===== src/hdl/rtsf_pkg.sv =====
package rtsf_pkg;

   localparam int unsigned SUM_BITS = 32;
   localparam int unsigned SQ_BITS = 46;
   localparam int unsigned ERR_BITS = 62;
   localparam int unsigned VAL_BITS = 16;
   localparam int unsigned FEAT_BITS = 6;
   localparam int unsigned NODE_BITS = 6;
   localparam int unsigned PROD_BITS = 64;

   typedef enum logic [1:0] {
      OP_LOAD   = 2'd0,
      OP_BEGIN  = 2'd1,
      OP_SAMPLE = 2'd2,
      OP_REPORT = 2'd3
   } op_type;

   localparam logic [0:0] CSR_LEAF_MIN = 1'd0;
   localparam logic [0:0] CSR_ERROR_LIMIT = 1'd1;

   localparam logic [ERR_BITS-1:0] ERROR_LIMIT_RESET = 62'd100000;

   typedef struct packed {
      logic load;
      logic sample;
      logic report;
      logic mul_l;
      logic mul_r;
      logic div_start;
      logic div_sel_r;
      logic take_a;
      logic take_b;
      logic finish;
   } ctl_type;

   typedef struct packed {
      logic div_done;
      logic can_score;
      logic skip;
   } sts_type;

endpackage


===== src/hdl/rtsf_controller.sv =====
module rtsf_controller (
   input  logic                 clock,
   input  logic                 reset,
   input  logic                 start,
   input  logic [1:0]           req_opcode,
   input  rtsf_pkg::sts_type    sts,
   output logic                 busy,
   output logic                 accept,
   output rtsf_pkg::ctl_type    ctl
);

   typedef enum logic [3:0] {
      S_IDLE,
      S_READ,
      S_CHECK,
      S_MUL_L,
      S_DIV_L,
      S_WAIT_L,
      S_MUL_R,
      S_DIV_R,
      S_WAIT_R,
      S_KEEP,
      S_JOIN
   } state_type;

   state_type state_ff;
   logic      report_ff;
   logic      busy_ff;

   assign accept = start && !busy_ff;
   assign busy = busy_ff;

   always_comb begin
      ctl = '0;
      case (state_ff)
         S_READ: ctl.load = 1'b1;
         S_CHECK: begin
            ctl.sample = !report_ff;
            ctl.report = report_ff;
         end
         S_MUL_L: ctl.mul_l = 1'b1;
         S_DIV_L: ctl.div_start = 1'b1;
         S_WAIT_L: begin
            ctl.take_a = sts.div_done;
         end
         S_MUL_R: ctl.mul_r = 1'b1;
         S_DIV_R: begin
            ctl.div_start = 1'b1;
            ctl.div_sel_r = 1'b1;
         end
         S_WAIT_R: ctl.div_sel_r = 1'b1;
         S_KEEP: ctl.take_b = 1'b1;
         S_JOIN: ctl.finish = 1'b1;
         default: ctl = '0;
      endcase
   end

   always_ff @(posedge clock) begin
      if (reset) begin
         state_ff <= S_IDLE;
         busy_ff <= 1'b0;
         report_ff <= 1'b0;
      end else begin
         case (state_ff)
            S_IDLE: begin
               if (accept && (rtsf_pkg::op_type'(req_opcode) == rtsf_pkg::OP_SAMPLE
                     || rtsf_pkg::op_type'(req_opcode) == rtsf_pkg::OP_REPORT)) begin
                  state_ff <= S_READ;
                  busy_ff <= 1'b1;
                  report_ff <= rtsf_pkg::op_type'(req_opcode) == rtsf_pkg::OP_REPORT;
               end
            end
            S_READ: state_ff <= S_CHECK;
            S_CHECK: begin
               if (report_ff) begin
                  state_ff <= S_IDLE;
                  busy_ff <= 1'b0;
               end else if (sts.skip) begin
                  state_ff <= S_IDLE;
                  busy_ff <= 1'b0;
               end else if (sts.can_score) begin
                  state_ff <= S_MUL_L;
               end else begin
                  state_ff <= S_JOIN;
               end
            end
            S_MUL_L: state_ff <= S_DIV_L;
            S_DIV_L: state_ff <= S_WAIT_L;
            S_WAIT_L: if (sts.div_done) begin
               state_ff <= S_MUL_R;
            end
            S_MUL_R: state_ff <= S_DIV_R;
            S_DIV_R: state_ff <= S_WAIT_R;
            S_WAIT_R: if (sts.div_done) begin
               state_ff <= S_KEEP;
            end
            S_KEEP: state_ff <= S_JOIN;
            S_JOIN: begin
               state_ff <= S_IDLE;
               busy_ff <= 1'b0;
            end
            default: begin
               state_ff <= S_IDLE;
               busy_ff <= 1'b0;
            end
         endcase
      end
   end

endmodule

===== config.mk =====
export PLATFORM = sky130hd
export DESIGN_NAME = rtsf_controller
export DESIGN_NICKNAME = d
export VERILOG_FILES = /design/src/hdl/rtsf_pkg.sv /design/src/hdl/rtsf_controller.sv
export SDC_FILE = /design/constraint.sdc
export NUM_CORES = 1
export LEC_CHECK = 0
export ABC_CLOCK_PERIOD_IN_PS = 1420
export BUFFER_PORTS_ARGS = -buffer_cell sky130_fd_sc_hd__buf_2
export CAP_MARGIN = 20
export CORE_AREA = 2 2 39 41
export CTS_CLUSTER_DIAMETER = 100
export CTS_CLUSTER_SIZE = 25
export DETAILED_ROUTE_END_ITERATION = 12
export DIE_AREA = 0 0 41 43
export GPL_TIMING_DRIVEN = 0
export PLACE_DENSITY_LB_ADDON = 0.05
export SLEW_MARGIN = 40
export SYNTH_ARGS = -nofsm -noshare
export SYNTH_HDL_FRONTEND = slang
export SYNTH_SLANG_ARGS = --single-unit

===== constraint.sdc =====
create_clock -name clock -period 1.42 [get_ports clock]
set_input_delay 0.071 -clock clock [delete_from_list [all_inputs] [get_ports clock]]
set_output_delay 0.071 -clock clock [all_outputs]
set_load 0.03 [all_outputs]

Word level (Yosys, flattened, before mapping)
Index checks and enable logic that the tools add are counted.
W data, S select, Z words.
{"block": "classes", "eq_ne": 16, "bitwise_logic": 1, "n_reduce_logical": 12, "mux": 20}
{"cell": "$pmux W4 S10", "count": 1}
{"cell": "$mux W4", "count": 6}
{"cell": "$eq A4 B3 Y1 const B", "count": 4}
{"cell": "$eq A4 B4 Y1 const B", "count": 3}
{"cell": "$mux W1", "count": 11}
{"cell": "$eq A4 B2 Y1 const B", "count": 2}
{"cell": "$reduce_or A8 Y1", "count": 1}
{"cell": "$ne A2 B2 Y1 const B", "count": 3}
{"cell": "$reduce_and A3 Y1", "count": 2}
{"cell": "$eq A2 B2 Y1 const B", "count": 2}
{"cell": "$eq A4 B1 Y1 const B", "count": 1}
{"cell": "$logic_not A4 Y1", "count": 1}
{"cell": "$reduce_or A2 Y1", "count": 2}
{"cell": "$ne A3 B3 Y1 const B", "count": 1}
{"cell": "$pmux W1 S3", "count": 1}
{"cell": "$logic_and A1 B1 Y1", "count": 2}
{"cell": "$logic_not A1 Y1", "count": 2}
{"cell": "$mux W2", "count": 1}
{"cell": "$reduce_and A2 Y1", "count": 1}
{"cell": "$logic_or A1 B1 Y1", "count": 1}
{"cell": "$not A1 Y1", "count": 1}
{"block": "word_totals", "in_bits": 8, "out_inout_bits": 12, "ff_bits": 6, "elab_cells": 52}

Depth between registers and ports, before layout
{"block": "depth", "depth_word": 5, "depth_mapped": 5, "depth_no_buf": 4}

Worst setup path after synthesis
Ideal clock, no wire load.
{"block": "synth_path", "kind": "register to output", "start": "register state_ff[3]", "end": "output port ctl[4] in the netlist's numbering", "path_buffers": 1, "slack_ns": -0.301, "t_required_ns": 1.349, "stages_incl_launch_ff": 3, "t_arrival_ns": 1.650, "cell_sequence": "dfxtp_1 -> dlygate4sd1_1 -> nor4_1"}
{"element": "start, declared", "line": "rtsf_controller.sv:26", "text": "state_type state_ff;"}
{"element": "start signal, assigned", "line": "rtsf_controller.sv:60", "text": "state_ff <= S_IDLE;"}
{"element": "start signal, assigned", "line": "rtsf_controller.sv:68", "text": "state_ff <= S_READ;"}
{"element": "start signal, assigned", "line": "rtsf_controller.sv:73", "text": "S_READ: state_ff <= S_CHECK;"}
{"element": "end, declared", "line": "rtsf_controller.sv:9", "text": "output rtsf_pkg::ctl_type ctl"}

Worst setup path in the final report
{"block": "layout_path", "start": "register state_ff[2]", "end": "register state_ff[3]"}
{"block": "layout_between", "elab_chain_cells": 3, "elab_cells_between_ends": 15, "cone_classes": "eq/ne: 12; mux: 1; reduce/logical: 2"}
{"element": "$eq A4 B3 Y1, or another cell as far along", "line": "rtsf_controller.sv:64", "text": "case (state_ff)"}
{"element": "$ne A2 B2 Y1 (no line)"}
{"element": "$reduce_and A3 Y1 (no line)"}
Several ways; a longest one is shown, not always the timed one.
A chain may end at the register's enable or synchronous reset.

==> impl_metrics.json <==
{
  "route.detailed.drc": 0,
  "drt_iter0_drc": 14,
  "synth_seq_area_share": 0.258,
  "timing.fmax_mhz": 733,
  "synth_top_family_by_area": "simple AND/OR/NAND/NOR gates",
  "clkSinkCount": 6,
  "skew_ps": 3.21,
  "status": "completed",
  "ant_nets": 0,
  "grt_pass1_vias": 402,
  "tightest_slew_ps": 243,
  "dp_hpwl_um": 913,
  "coreArea_mm2": 0.00138,
  "cp_slowest_stage_delay_ps": 500,
  "ys_async_sr_fraction": 0,
  "path_cells": "buf_6, or4_1, o21ai_1, nand3b_1, a21oi_2",
  "r2r_start": "state_ff[2]$_SDFFE_PP0P_",
  "synth_compound_area_frac": 0.215,
  "fin_ws_ps": 56.6,
  "reg2reg_slack_ps": 60,
  "fin_setup_tns_ps": 0,
  "combPwrFrac": 0.442,
  "dieWidth_um": 41,
  "cts_made_buffers": 3,
  "synthCells": 64,
  "io_pins": 20,
  "hold_viol_final": 0,
  "avgRoutedWirePerCell_um": 12.2,
  "design.die.area_mm2": 0.00176,
  "cp.required_ps": 1590,
  "synth-warning-count": 0,
  "num_rows": 14,
  "path_class": "reg -> reg",
  "hold_end": "report_ff$_SDFFE_PP0P_",
  "avgSynthCellArea_um2": 7.27,
  "endpoint_kind": "register",
  "h-tree-depth": 1,
  "yosys.area_share.adder": 0,
  "slew_headroom": 0.838,
  "finalSetupViolCount": 0,
  "track_usage": 0.151,
  "viasPerCell": 5.31,
  "grt.overflow.total": 0,
  "syn_nets": 72,
  "maxCapViolCount": 0,
  "crit_slowest_cell": "or4_1",
  "area_growth_pct": 38.4,
  "hold_class": "in -> reg",
  "synthMuxAreaShare": 0.0215,
  "min_path_cells": 3,
  "grt_max_degree": 11,
  "ys_seq_elements": 6,
  "cts_buffer_depth": 2,
  "syn-cell-area_um2": 465,
  "synth-simple-area-share": 0.401,
  "r2r_end": "state_ff[3]$_SDFFE_PP0P_",
  "die_h_um": 43,
  "final_nets": 95,
  "ys.flop_type": "dfxtp_1",
  "internal_power_mw": 0.404,
  "min_period_ps": 1360,
  "dp_slack_ps": -12.6,
  "routed_wl_um": 1230,
  "io_buffers": 19,
  "finalPower_mw": 0.659,
  "antenna_found_initial": 0,
  "gp_congestion": 0.772,
  "drive_above_1_share": 0.435,
  "ctsRootBufferMaster": "clkbuf_4",
  "synth_xor_area_frac": 0.0188,
  "clk_latency_ps": 240,
  "synthDistinctLibCells": 33,
  "switching_share": 0.387,
  "seqPwrFrac": 0.331,
  "critPathBufInv": 1,
  "p_leak_nw": 0.293,
  "ir_drop_uv": 462,
  "worst_hold_slack_ps": 69.4,
  "critPathMaxFanout": 10,
  "fin_crit_sh": 0.960,
  "cts.clk_slew.worst_paths_ps": 40,
  "hold_path_startpoint": "req_opcode[0]",
  "power_switching_mw": 0.255,
  "start_util": 0.336,
  "critPathArrivalTime_ps": 1530,
  "reg2reg_depth": 5,
  "rsz0062_at_grt": "false",
  "first_pass_iters": 4,
  "critPathLaunch": "state_ff[2]$_SDFFE_PP0P_",
  "final_core_util": 0.466,
  "finalMaxSlewViolations": 0,
  "diodes": 0,
  "cts_tree": "yes",
  "synth_edf_count": 0,
  "ctsHoldBuffers": 0,
  "route.vias.total": 536,
  "grt_pass1_wl_um": 1740,
  "crit_family": "simple AND/OR/NAND/NOR gates",
  "p_per_area_mw_per_mm2": 1020,
  "power.share.clock": 0.227,
  "start_kind": "register"
}
[cells in the mapped netlist (all sizes together) (2+ instances only)]
cell | n | share of area
nand2 | 6 | 0.048
nor2b | 3 | 0.040
dfxtp | 6 | 0.26
nor3 | 3 | 0.032
a21oi | 4 | 0.051
o21bai | 2 | 0.032
inv | 2 | 0.016
nand2b | 3 | 0.040
o21ai | 2 | 0.022
buf | 2 | 0.035
clkbuf | 2 | 0.016
nor2 | 9 | 0.073
nor4 | 2 | 0.027
[timing repair]
| action | 4_1_cts | 5_1_grt |
|---|---|---|
| endpoints found under the setup margin | 10 | 8 |
| buffers inserted | 0 | 0 |
| resized for setup | 7 | 12 |
[cells in the final DEF (no fill, tap or decap), drive strengths merged]
master / n
buf: 21
o21ai: 2
a221oi: 1
nor4: 2
o21a: 1
nand3b: 1
o22ai: 1
inv: 2
or4: 1
a2111o: 1
dfxtp: 6
nand4: 1
o21bai: 2
o32ai: 1
nand2b: 3
nor2b: 3
nor3b: 1
or2: 1
and4: 1
nand3: 1
mux2i: 1
and3b: 1
a2bb2oi: 1
xnor2: 1
and3: 1
nor2: 9
nor3: 3
nand2: 6
clkbuf: 5
a21oi: 4
[power by group through the flow]
stage	combinational, mW	clock (mW)	sequential [mW]
after floorplan	0.196	0	0.218
after global placement	0.270	0	0.215
after detailed placement	0.270	0	0.215
after CTS	0.274	0.163	0.214
after global routing	0.317	0.173	0.222
final	0.292	0.150	0.218
[final cells by class]
type                            count  area [um2]
Tap cell                           16        20.0
Sequential cell                     6         125
Multi-Input combinational cell     51         332
Clock buffer                        3        22.5
Inverter                            2        7.51
Fill cell                         159         739
Buffer                              4        35.0
Timing Repair Buffer               19         103
[state kept, by name (all words and copies together), names as in the netlist]
signal	count
report_ff	1
busy	1
state_ff	4
[logic make-up after synthesis]
| group | Yosys count |
|---|---|
| AOI/OAI and AO/OA | 14 |
| xor gates and xnor gates | 1 |
| DFF | 6 |
| buffers and inverters | 7 |
| muxes | 1 |
| and+or+nand+nor | 35 |
[worst reg2reg max path, cell delays in order (launching register included)]
cell and delay [ps]:
dfxtp_1 310, buf_6 140, or4_1 500, o21ai_1 130, nand3b_1 100, a21oi_2 110
[how the worst max path moves through the flow]
stage / to / slack [ps] / cells after the start
2_1_floorplan: ctl[4] / -300 / 2
4_1_cts: ctl[3] / 5 / 4
5_1_grt: state_ff[3]$_SDFFE_PP0P_ / 3 / 5
3_5_place_dp: ctl[3] / -10 / 4
6_report: state_ff[3]$_SDFFE_PP0P_ / 60 / 5
3_3_place_gp: ctl[3] / -20 / 4
[metrics by stage]
stage                     instances  cell area, um2
final                           101             644
after global placement           99             588
after global routing            101             644
after floorplan                  64             473
after CTS                       101             611
after detailed placement         99             588
[routing by layer]
layer,up-vias,track usage,share of wire
li1,276,-,-
met5,-,0,0
met2,10,0.206,0.48
met4,0,0.0400,0.0049
met1,248,0.203,0.48
met3,2,0.0785,0.032
(Power assumes the default switching activity.)
